File: src/rtl/bmct_pkg.sv
// shared types, codes and helpers for the bcd mm:ss countdown timer
package bmct_pkg;

  typedef enum logic [1:0] {
    PH_SETUP = 2'd0,
    PH_PREP  = 2'd1,
    PH_MAIN  = 2'd2,
    PH_DONE  = 2'd3
  } phase_t;

  typedef enum logic [2:0] {
    OP_TICK  = 3'd0,
    OP_START = 3'd1,
    OP_RAISE = 3'd2,
    OP_LOWER = 3'd3,
    OP_CLEAR = 3'd4
  } op_t;

  localparam logic [1:0] DIG_SEC_UNITS = 2'd0;
  localparam logic [1:0] DIG_SEC_TENS  = 2'd1;
  localparam logic [1:0] DIG_MIN_UNITS = 2'd2;
  localparam logic [1:0] DIG_MIN_TENS  = 2'd3;

  localparam logic [3:0] UNITS_MAX    = 4'd9;
  localparam logic [3:0] SEC_TENS_MAX = 4'd5;
  localparam logic [2:0] MIN_TENS_MAX = 3'd5;

  localparam logic [6:0] PREP_RESET = 7'd10;
  localparam logic [6:0] PREP_MIN   = 7'd1;
  localparam logic [6:0] PREP_MAX   = 7'd99;

  localparam int unsigned CFG_PREP_SECONDS = 0;

  typedef struct packed {
    logic [2:0] min_tens;
    logic [3:0] min_units;
    logic [3:0] sec_tens;
    logic [3:0] sec_units;
    phase_t     phase;
  } disp_t;

  typedef struct packed {
    disp_t       disp;
    logic [14:0] saved;
  } timer_t;

  // clamp the prep length to 1..99 and split it into tens and units
  function automatic logic [7:0] prep_bcd(input logic [6:0] raw);
    logic [6:0]  p;
    logic [14:0] prod;
    logic [3:0]  tens;
    logic [6:0]  rem;
    if (raw == 7'd0) begin
      p = PREP_MIN;
    end else if (raw > PREP_MAX) begin
      p = PREP_MAX;
    end else begin
      p = raw;
    end
    // x * 205 >> 11 equals x / 10 for x below 180
    prod = {8'b0, p} * 15'd205;
    tens = prod[14:11];
    rem  = p - ({3'b0, tens} * 7'd10);
    return {tens, rem[3:0]};
  endfunction

endpackage

File: src/rtl/bmct_cfg.sv
// apb configuration register holding the prep length
module bmct_cfg (
  input  logic        clk,
  input  logic        rst,
  input  logic        psel,
  input  logic        penable,
  input  logic        pwrite,
  input  logic [2:0]  paddr,
  input  logic [31:0] pwdata,
  output logic [31:0] prdata,
  output logic        pready,
  output logic [6:0]  prep_seconds
);

  logic sel_prep;

  assign sel_prep = (paddr[2] == 1'(bmct_pkg::CFG_PREP_SECONDS));
  assign pready   = 1'b1;

  always_ff @(posedge clk) begin
    if (rst) begin
      prep_seconds <= bmct_pkg::PREP_RESET;
    end else if (psel && penable && pwrite && pready && sel_prep) begin
      prep_seconds <= pwdata[6:0];
    end
  end

  assign prdata = sel_prep ? {25'b0, prep_seconds} : 32'b0;

endmodule

File: src/rtl/bmct_step.sv
// next-state logic for one request: edits, start, ticks and clear
module bmct_step (
  input  bmct_pkg::timer_t cur,
  input  logic [2:0]       op,
  input  logic [1:0]       digit_sel,
  input  logic [6:0]       prep_seconds,
  output bmct_pkg::timer_t nxt,
  output logic             finished
);

  logic [2:0] mt;
  logic [3:0] mu;
  logic [3:0] st;
  logic [3:0] su;
  logic       at_59;
  logic [7:0] prep;

  assign prep = bmct_pkg::prep_bcd(prep_seconds);

  always_comb begin
    nxt      = cur;
    finished = 1'b0;
    mt       = cur.disp.min_tens;
    mu       = cur.disp.min_units;
    st       = cur.disp.sec_tens;
    su       = cur.disp.sec_units;
    at_59    = (mt == bmct_pkg::MIN_TENS_MAX) && (mu == bmct_pkg::UNITS_MAX);

    case (bmct_pkg::op_t'(op))
      bmct_pkg::OP_TICK: begin
        if (cur.disp.phase == bmct_pkg::PH_PREP || cur.disp.phase == bmct_pkg::PH_MAIN) begin
          if (su == 4'd0 && st == 4'd0 && mu == 4'd0 && mt == 3'd0) begin
            if (cur.disp.phase == bmct_pkg::PH_MAIN) begin
              nxt.disp.phase = bmct_pkg::PH_DONE;
              finished       = 1'b1;
            end
          end else if (su != 4'd0) begin
            su = su - 4'd1;
          end else if (st != 4'd0) begin
            st = st - 4'd1;
            su = bmct_pkg::UNITS_MAX;
          end else if (mu != 4'd0) begin
            mu = mu - 4'd1;
            st = bmct_pkg::SEC_TENS_MAX;
            su = bmct_pkg::UNITS_MAX;
          end else begin
            mt = mt - 3'd1;
            mu = bmct_pkg::UNITS_MAX;
            st = bmct_pkg::SEC_TENS_MAX;
            su = bmct_pkg::UNITS_MAX;
          end
          // prep end loads the saved setting
          if (cur.disp.phase == bmct_pkg::PH_PREP && st == 4'd0 && su == 4'd0) begin
            mt             = cur.saved[14:12];
            mu             = cur.saved[11:8];
            st             = cur.saved[7:4];
            su             = cur.saved[3:0];
            nxt.disp.phase = bmct_pkg::PH_MAIN;
          end
        end
      end
      bmct_pkg::OP_START: begin
        if (cur.disp.phase == bmct_pkg::PH_SETUP) begin
          nxt.saved      = {mt, mu, st, su};
          mt             = 3'd0;
          mu             = 4'd0;
          st             = prep[7:4];
          su             = prep[3:0];
          nxt.disp.phase = bmct_pkg::PH_PREP;
        end
      end
      bmct_pkg::OP_RAISE: begin
        if (cur.disp.phase == bmct_pkg::PH_SETUP) begin
          case (digit_sel)
            bmct_pkg::DIG_SEC_UNITS: begin
              if (su < bmct_pkg::UNITS_MAX) begin
                su = su + 4'd1;
              end else if (st < bmct_pkg::SEC_TENS_MAX) begin
                su = 4'd0;
                st = st + 4'd1;
              end else if (!at_59) begin
                su = 4'd0;
                st = 4'd0;
                if (mu < bmct_pkg::UNITS_MAX) begin
                  mu = mu + 4'd1;
                end else if (mt < bmct_pkg::MIN_TENS_MAX) begin
                  mu = 4'd0;
                  mt = mt + 3'd1;
                end
              end
            end
            bmct_pkg::DIG_SEC_TENS: begin
              if (st < bmct_pkg::SEC_TENS_MAX) begin
                st = st + 4'd1;
              end else if (!at_59) begin
                st = 4'd0;
                if (mu < bmct_pkg::UNITS_MAX) begin
                  mu = mu + 4'd1;
                end else if (mt < bmct_pkg::MIN_TENS_MAX) begin
                  mu = 4'd0;
                  mt = mt + 3'd1;
                end
              end
            end
            bmct_pkg::DIG_MIN_UNITS: begin
              if (mu < bmct_pkg::UNITS_MAX) begin
                mu = mu + 4'd1;
              end else if (mt < bmct_pkg::MIN_TENS_MAX) begin
                mu = 4'd0;
                mt = mt + 3'd1;
              end
            end
            default: begin
              if (mt < bmct_pkg::MIN_TENS_MAX) begin
                mt = mt + 3'd1;
              end
            end
          endcase
        end
      end
      bmct_pkg::OP_LOWER: begin
        if (cur.disp.phase == bmct_pkg::PH_SETUP) begin
          case (digit_sel)
            bmct_pkg::DIG_SEC_UNITS: if (su != 4'd0) su = su - 4'd1;
            bmct_pkg::DIG_SEC_TENS:  if (st != 4'd0) st = st - 4'd1;
            bmct_pkg::DIG_MIN_UNITS: if (mu != 4'd0) mu = mu - 4'd1;
            default:                 if (mt != 3'd0) mt = mt - 3'd1;
          endcase
        end
      end
      bmct_pkg::OP_CLEAR: begin
        mt             = 3'd0;
        mu             = 4'd0;
        st             = 4'd0;
        su             = 4'd0;
        nxt.disp.phase = bmct_pkg::PH_SETUP;
      end
      default: begin
      end
    endcase

    nxt.disp.min_tens  = mt;
    nxt.disp.min_units = mu;
    nxt.disp.sec_tens  = st;
    nxt.disp.sec_units = su;
  end

endmodule

File: src/rtl/bcd_mmss_countdown_timer_unit.sv
// top level of the bcd mm:ss countdown timer with stream ports and apb setup
// Each request (a one-second tick, start, raise or lower of one digit, or clear)
// gives one result with the four shown digits, the phase and a finished flag.
// A request is captured in an input register, updates the timer state through
// one pass of digit logic and lands in a result register, so one request per
// cycle is taken while the result is not stalled; the input and result
// registers are the only buffers, so a stalled result stalls the input
// only once both registers are full. The prep length register sits at byte
// address 0 and resets to 10 seconds.
module bcd_mmss_countdown_timer_unit (
  input  logic        clk,
  input  logic        rst,
  input  logic        s_tvalid,
  output logic        s_tready,
  input  logic [7:0]  s_tdata,   // [1:0] digit_sel
  input  logic [2:0]  s_tuser,   // [2:0] op
  output logic        m_tvalid,
  input  logic        m_tready,
  output logic [15:0] m_tdata,   // [2:0] min_tens, [6:3] min_units, [10:7] sec_tens,
                                 // [14:11] sec_units
  output logic [1:0]  m_tuser,   // [1:0] phase
  output logic        m_tlast,   // finished
  input  logic        psel,
  input  logic        penable,
  input  logic        pwrite,
  input  logic [2:0]  paddr,
  input  logic [31:0] pwdata,
  output logic [31:0] prdata,
  output logic        pready
);

  logic             in_valid;
  logic [2:0]       in_op;
  logic [1:0]       in_sel;
  logic             advance;
  logic [6:0]       prep_seconds;
  bmct_pkg::timer_t timer;
  bmct_pkg::timer_t timer_next;
  logic             finished_next;
  logic             out_valid;
  bmct_pkg::disp_t  out_disp;
  logic             out_finished;

  bmct_cfg u_cfg (
    .clk          (clk),
    .rst          (rst),
    .psel         (psel),
    .penable      (penable),
    .pwrite       (pwrite),
    .paddr        (paddr),
    .pwdata       (pwdata),
    .prdata       (prdata),
    .pready       (pready),
    .prep_seconds (prep_seconds)
  );

  bmct_step u_step (
    .cur          (timer),
    .op           (in_op),
    .digit_sel    (in_sel),
    .prep_seconds (prep_seconds),
    .nxt          (timer_next),
    .finished     (finished_next)
  );

  assign advance  = in_valid && (!out_valid || m_tready);
  assign s_tready = !in_valid || advance;

  always_ff @(posedge clk) begin
    if (rst) begin
      in_valid <= 1'b0;
    end else if (s_tready) begin
      in_valid <= s_tvalid;
    end
  end

  always_ff @(posedge clk) begin
    if (s_tready && s_tvalid) begin
      in_op  <= s_tuser;
      in_sel <= s_tdata[1:0];
    end
  end

  always_ff @(posedge clk) begin
    if (rst) begin
      timer <= '0;
    end else if (advance) begin
      timer <= timer_next;
    end
  end

  always_ff @(posedge clk) begin
    if (rst) begin
      out_valid <= 1'b0;
    end else if (advance) begin
      out_valid <= 1'b1;
    end else if (m_tready) begin
      out_valid <= 1'b0;
    end
  end

  always_ff @(posedge clk) begin
    if (advance) begin
      out_disp     <= timer_next.disp;
      out_finished <= finished_next;
    end
  end

  assign m_tvalid = out_valid;
  assign m_tdata  = {1'b0, out_disp.sec_units, out_disp.sec_tens,
                     out_disp.min_units, out_disp.min_tens};
  assign m_tuser  = out_disp.phase;
  assign m_tlast  = out_finished;

  a_finish_done: assert property (@(posedge clk) disable iff (rst)
    m_tvalid && m_tlast |-> m_tuser == bmct_pkg::PH_DONE)
    else $error("finished flag outside done phase");

  a_prep_min_zero: assert property (@(posedge clk) disable iff (rst)
    m_tvalid && m_tuser == bmct_pkg::PH_PREP |-> m_tdata[6:0] == 7'd0)
    else $error("minutes shown during preparation");

  a_digits_bcd: assert property (@(posedge clk) disable iff (rst)
    m_tvalid |-> m_tdata[2:0] <= 3'd5 && m_tdata[6:3] <= 4'd9 &&
                 m_tdata[10:7] <= 4'd9 && m_tdata[14:11] <= 4'd9)
    else $error("digit out of range");

  a_advance_out: assert property (@(posedge clk) disable iff (rst)
    advance |=> m_tvalid)
    else $error("processed request gave no result");

  a_empty_ready: assert property (@(posedge clk) disable iff (rst)
    !in_valid |-> s_tready)
    else $error("input stalled while empty");

endmodule

File: config.mk
export PLATFORM = sky130hd
export DESIGN_NAME = bcd_mmss_countdown_timer_unit
export DESIGN_NICKNAME = d
export VERILOG_FILES = /design/src/rtl/bmct_pkg.sv /design/src/rtl/bmct_cfg.sv /design/src/rtl/bmct_step.sv /design/src/rtl/bcd_mmss_countdown_timer_unit.sv
export SDC_FILE = /design/constraint.sdc
export NUM_CORES = 1
export LEC_CHECK = 0
export BUFFER_PORTS_ARGS = -buffer_cell sky130_fd_sc_hd__buf_2
export CAP_MARGIN = 15
export CORE_ASPECT_RATIO = 1.5
export CORE_MARGIN = 8
export CORE_UTILIZATION = 40
export DETAILED_ROUTE_END_ITERATION = 10
export PLACE_DENSITY_LB_ADDON = 0.12
export RECOVER_POWER = 100
export SYNTH_ARGS = -nofsm -noshare
export SYNTH_HDL_FRONTEND = slang
export SYNTH_HIERARCHICAL = 1
export SYNTH_SLANG_ARGS = --single-unit
export TNS_END_PERCENT = 50
File: constraint.sdc
create_clock -name clk -period 6.1 [get_ports clk]
set_clock_uncertainty 0.15 [all_clocks]
set_input_delay 0.915 -clock clk [delete_from_list [all_inputs] [get_ports clk]]
set_output_delay 0.915 -clock clk [all_outputs]
set_load 0.1 [all_outputs]
== Word level (Yosys, flattened, before mapping) ==
Index checks and enable logic that the tools add are counted.
Storage, ports and cells
  word-level logic and storage cells: 159
  latch bits: 0
  RAM bits: 0
  output and inout bits: 54
  register bits: 64
  bits of input ports: 53
  bits in read-only memories: 0
  memories: 0
Operators by class
  shift-type cells: 0
  eq/ne operators: 10
  multipliers: 2
  divide/modulo/power cells: 0
  bitwise gates (word level): 1
  reduce and logical (&&, ||, !) cells: 34
  mux-type cells: 81
  $add $sub $neg: 9
  $lt $le $gt $ge: 5
Operator list (number)
  $mux 4: 46
  $pmux 4 s5: 3
  $mux 3: 16
  $mux 7: 3
  $logic_not 4->1: 5
  $mux 17: 1
  $mul 7x8->15 const B: 1
  $pmux 3 s5: 1
  $add 4x1->4 const B: 3
  $pmux 4 s3: 1
  $reduce_bool 4->1: 3
  $sub 4x1->4 const B: 3
  $logic_and 1x1->1: 11
  $pmux 3 s3: 1
  $lt 4x4->1 const B: 2
  $mux 2: 4
  $pmux 4 s2: 1
  $gt 7x7->1 const B: 1
  $logic_not 7->1: 1
  $eq 3x2->1 const B: 2
  $eq 3x3->1 const B: 2
  $logic_not 3->1: 2
  $pmux 2 s3: 1
  $reduce_and 3->1: 2
  18 further kinds: 26

== Logic depth before layout (Yosys ltp) ==
  depth after elaboration: 13
  mapped depth: 27
  depth with buffers taken out: 27

== Hierarchy ==
The synthesis kept the hierarchy.
By module, submodules not included
  bmct_step: times used 1, area each 3651.0 um2, cells each 553, sequential area each 0.0 um2
  bcd_mmss_countdown_timer_unit: times used 1, area each 2249.7 um2, cells each 174, sequential area each 1371.3 um2
  bmct_cfg: times used 1, area each 576.8 um2, cells each 66, sequential area each 140.1 um2

== Worst setup path after synthesis ==
No wires, ideal clock.
  kind: register -> register
  start point: reg u_cfg.prep_seconds[5]
  end point: reg timer[20] (netlist name)
  buffers on the path: 0
  setup time: 0.072 ns
  path slack: 0.634 ns
  required time: 5.878 ns
  data arrival time: 5.244 ns
  stages on the path, launching flop included: 27
  clock period less this slack: 5.466 ns
  cell sequence: dfxtp_1 > nand2_1 > and2_1 > ha_1 > inv_1 > fa_1 > inv_1 > ha_1 > inv_1 > fa_1 > inv_1 > ha_1 > a211o_1 > a41oi_1 > nor2_1 > o41ai_1 > xor2_1 > inv_1 > ha_1 > inv_1 > fa_1 > xor2_1 > a21o_1 > and4b_1 > nor3_1 > nand2b_1 > mux2i_1
RTL lines
  from (decl): line bmct_cfg.sv:12  | output logic [6:0] prep_seconds
  from (signal assigned): line bmct_cfg.sv:22  | prep_seconds <= bmct_pkg::PREP_RESET;
  from (signal assigned): line bmct_cfg.sv:24  | prep_seconds <= pwdata[6:0];
  to (signal assigned): line bcd_mmss_countdown_timer_unit.sv:88  | timer <= timer_next;
  to (decl): line bcd_mmss_countdown_timer_unit.sv:37  | bmct_pkg::timer_t timer;

==> impl_summary.log <==
[metrics] final number of setup-violating endpoints: 0
[metrics] antenna cells: 0
[metrics] number of levels in the clock H-tree: 3
[metrics] mean cell area of the mapped netlist: between 8 and 9 um^2
[metrics] commonest non-fill, non-tap cell in the layout: nand2b_1
[metrics] area inside the core boundary: 16000 um^2
[metrics] number of cells on the worst reg-to-reg path: 27
[metrics] capture endpoint of the worst hold path: timer[8]$_SDFFE_PP0P_
[metrics] GRT Total Usage: 0.200
[metrics] Clock Sink Count: 64
[metrics] count of routing violations after the opening detailed-route iteration: 329
[metrics] fraction of power spent switching nets: 0.380
[metrics] Yosys warnings: 6
[metrics] portion of total power attributed to combinational logic: 0.326
[metrics] final hold viol count: 0
[metrics] clock buffer count from CTS: 9
[metrics] Critical Path Most Common Cell: inv_1
[metrics] highest net fanout along the worst path: 4
[metrics] DRT Pass-1 Iters: 5
[metrics] I/O Pins: 107
[metrics] worst path arrival time: 6.00 ns
[metrics] overall die height: 172 um
[metrics] Worst EP required: 6.22 ns
[metrics] synth-to-layout area growth: 7.24%
[metrics] Sw Pwr: 549 uW
[metrics] remaining global-route overflow: 0
[metrics] leakage power figure: about 0.0028 uW
[metrics] ratio of cells with drive above 1 in the final layout: 0.0974
[metrics] hold path depth: 2
[metrics] via count: 5911
[metrics] netlist area before placement: 6480 um^2
[metrics] share of synthesized area occupied by flip-flops and latches: 0.233
[metrics] run status: completed
[metrics] initial core utilization: 0.404
[metrics] r2r startpoint: u_cfg/prep_seconds[6]$_SDFFE_PP0P_
[metrics] number of max-capacitance violations reported: 0
[metrics] maximum number of pins on one net before global-route repair: 81
[metrics] pin slew with the least headroom to its limit: 1.26 ns
[metrics] area taken by multi-input logic gates: ~4400 um^2
[metrics] first-pass GRT wire length: roughly 32000 um
[metrics] standard cell with the maximum stage delay on the critical path: fa_1
[metrics] Worst VDD drop: 0.000126 V
[metrics] final critical-path share of the clock period: 0.964
[metrics] worst slew slack as a fraction of its limit: 0.157
[metrics] weighted congestion reported at the end of routability-driven placement: 0.961
[metrics] Sequential Area: 1510 um^2
[metrics] minimum clock period after layout: slightly below 6 ns
[metrics] number of rows created at floorplan: 57
[metrics] source of the worst hold timing path: timer[8]$_SDFFE_PP0P_
[metrics] # nets final: 930
[metrics] power density relative to cell area: between 200 and 250 nW/um^2
[metrics] count of final max-slew check failures: 0
[metrics] sequential group share of total power: 0.331
[metrics] vias per std cell: 5.76
[metrics] FF-to-FF setup slack: 0.22 ns
[metrics] dpl cell area: 6680 um^2
[metrics] post-detailed-route count of antenna-violating nets: 0
[metrics] DRC errors left: 0
[metrics] die area: approximately 21000 um^2
[metrics] achievable clock frequency: 0.170 GHz
[metrics] clock slew seen by the registers of the worst setup and hold paths: around 0.050 ns
[metrics] Post-CTS Hold Fix Bufs: 0
[metrics] path type of the worst min-delay path: flop to flop
[metrics] worst setup path category: flop to flop
[metrics] vias in the first global route: 6023
[metrics] utilization after layout: 0.433
[metrics] share of power burned in the clock network: 0.343
[metrics] detailed placer's ending HPWL: approximately 15000 um
[metrics] EDFF count, synth: 23
[metrics] Max Buffers Root-to-Sink: 2
[metrics] antenna violations before repair: 0
[metrics] count of input and output buffers: 46
[metrics] post-route cell area: 6950 um^2
[metrics] most frequent cells in the layout: 81 x nand2b_1, 60 x nand2_1, 54 x o21ai_0
[metrics] register bit count reported by yosys: 64
[metrics] clock latency at the later pin of the worst-skew pair: around 0.35 ns
[metrics] Avg WL per Cell: 20.0 um
[metrics] most used flip-flop cell after synthesis: dfxtp_1
[metrics] P_int: 895 uW
[metrics] FFs w/ async S/R, synth: 0
[metrics] post-synthesis cell count: a little under 800
[metrics] WL final: approximately 20000 um
[metrics] count of different cell masters after synthesis: 82
[metrics] highest cell delay on the worst timing path: 0.56 ns
[metrics] CP Capture Type: flop
[metrics] clock root buffer: clkbuf_16
[metrics] Crit Reg-Reg Endpoint: timer[20]$_SDFFE_PP0P_
[metrics] TritonCTS clock tree: done
[metrics] CP startpoint kind: flop
[metrics] die boundary width: 120 um
[metrics] fill cell total of the finished layout: 1707
worst max-delay path, delay by kind of cell, from the launching register on:
| family | cells | cell delay (ns) |
|---|---|---|
| compound gates | 3 | 0.91 |
| buf+inv | 7 | 0.51 |
| fa+ha+maj | 7 | 2.51 |
| flops | 1 | 0.34 |
| xor+xnor | 2 | 0.36 |
| simple gates | 7 | 0.93 |
| mux | 1 | 0.11 |
power groups by stage:
stage	clock [uW]	sequential, uW	combinational (uW)
after floorplan	0	521	339
after global placement	0	487	444
after detailed placement	0	487	452
after CTS	512	478	456
after global routing	529	481	505
final	495	478	470
synth_stat cells (8+ instances only):
| master | instances | area, um^2 |
|---|---|---|
| clkbuf_1 | 34 | 128 |
| inv_1 | 52 | 195 |
| a31oi_1 | 21 | 131 |
| a21oi_1 | 36 | 180 |
| nor2b_1 | 8 | 50.1 |
| nand2_1 | 61 | 229 |
| o21ai_0 | 54 | 270 |
| ha_1 | 52 | 651 |
| edfxtp_1 | 23 | 691 |
| o211ai_1 | 10 | 75.1 |
| nor3_1 | 14 | 70.1 |
| dfxtp_1 | 41 | 821 |
| mux2i_1 | 49 | 490 |
| nand3_1 | 13 | 65.1 |
| buf_4 | 28 | 210 |
| fa_1 | 9 | 180 |
| nor2_1 | 53 | 199 |
| nand2b_1 | 81 | 507 |
flip-flops by register name (all words and copies together) (netlist names):
name / cells
timer: 32
m_tdata: 15
u_cfg/prep_seconds: 7
in_op: 3
in_sel: 2
m_tuser: 2
in_valid: 1
m_tlast: 1
m_tvalid: 1
per-layer routing:
metal,part of all wire,up-vias,routed length [um],track usage
li1,-,2815,-,-
met2,0.56,182,11400,0.391
met1,0.36,2849,7340,0.194
met5,0,-,0,0
met4,0.043,0,875,0.109
met3,0.044,65,894,0.0379
kinds of logic after synthesis:
kind of cell,share of synthesized area
compound gates,0.209
xor+xnor,0.00676
fa+ha+maj,0.128
buf+inv,0.102
flops,0.233
mux,0.0775
other cells,0.00174
simple gates,0.241
worst max-delay path by stage:
| stage | from | to | slack, ns | depth (start not counted) |
|---|---|---|---|---|
| floorplan | u_cfg/prep_seconds[5]$_SDFFE_PP0P_ | timer[20]$_SDFFE_PP0P_ | 0.63 | 26 |
| global placement | u_cfg/prep_seconds[5]$_SDFFE_PP0P_ | timer[20]$_SDFFE_PP0P_ | 0.22 | 27 |
| detailed placement | u_cfg/prep_seconds[5]$_SDFFE_PP0P_ | timer[20]$_SDFFE_PP0P_ | 0.04 | 27 |
| CTS | u_cfg/prep_seconds[5]$_SDFFE_PP0P_ | timer[20]$_SDFFE_PP0P_ | 0.10 | 27 |
| global route | u_cfg/prep_seconds[6]$_SDFFE_PP0P_ | timer[20]$_SDFFE_PP0P_ | -0.07 | 27 |
| finish | u_cfg/prep_seconds[6]$_SDFFE_PP0P_ | timer[20]$_SDFFE_PP0P_ | 0.22 | 27 |
metrics by stage:
stage | hold slack, ns | setup WS (ns) | power, uW | setup TNS, ns | instances
finish | 0.336 | 0.222 | 1440 | 0 | 1027
global route | 0.361 | -0.0666 | 1510 | -0.0897 | 1027
CTS | 0.343 | 0.104 | 1450 | 0 | 1023
detailed placement | 0.330 | 0.0421 | 939 | 0 | 1007
global placement | 0.311 | 0.215 | 930 | 0 | 1006
floorplan | 0.295 | 0.634 | 860 | 0 | 817
final cells by class:
| class | count | area share |
|---|---|---|
| clock inverters | 5 | 0.00432 |
| inverters | 54 | 0.0295 |
| clock buffers | 11 | 0.0366 |
| flip-flops and latches | 64 | 0.218 |
| well taps | 206 | 0.0371 |
| multi-input cells | 627 | 0.632 |
| repair buffers | 60 | 0.0427 |
what timing repair did:
action                     in CTS  in global routing
buffers inserted                0                  3
gates resized for setup         1                 10
setup endpoints to repair       1                  6
pin swaps                       0                  4
(Power assumes the default switching activity.)
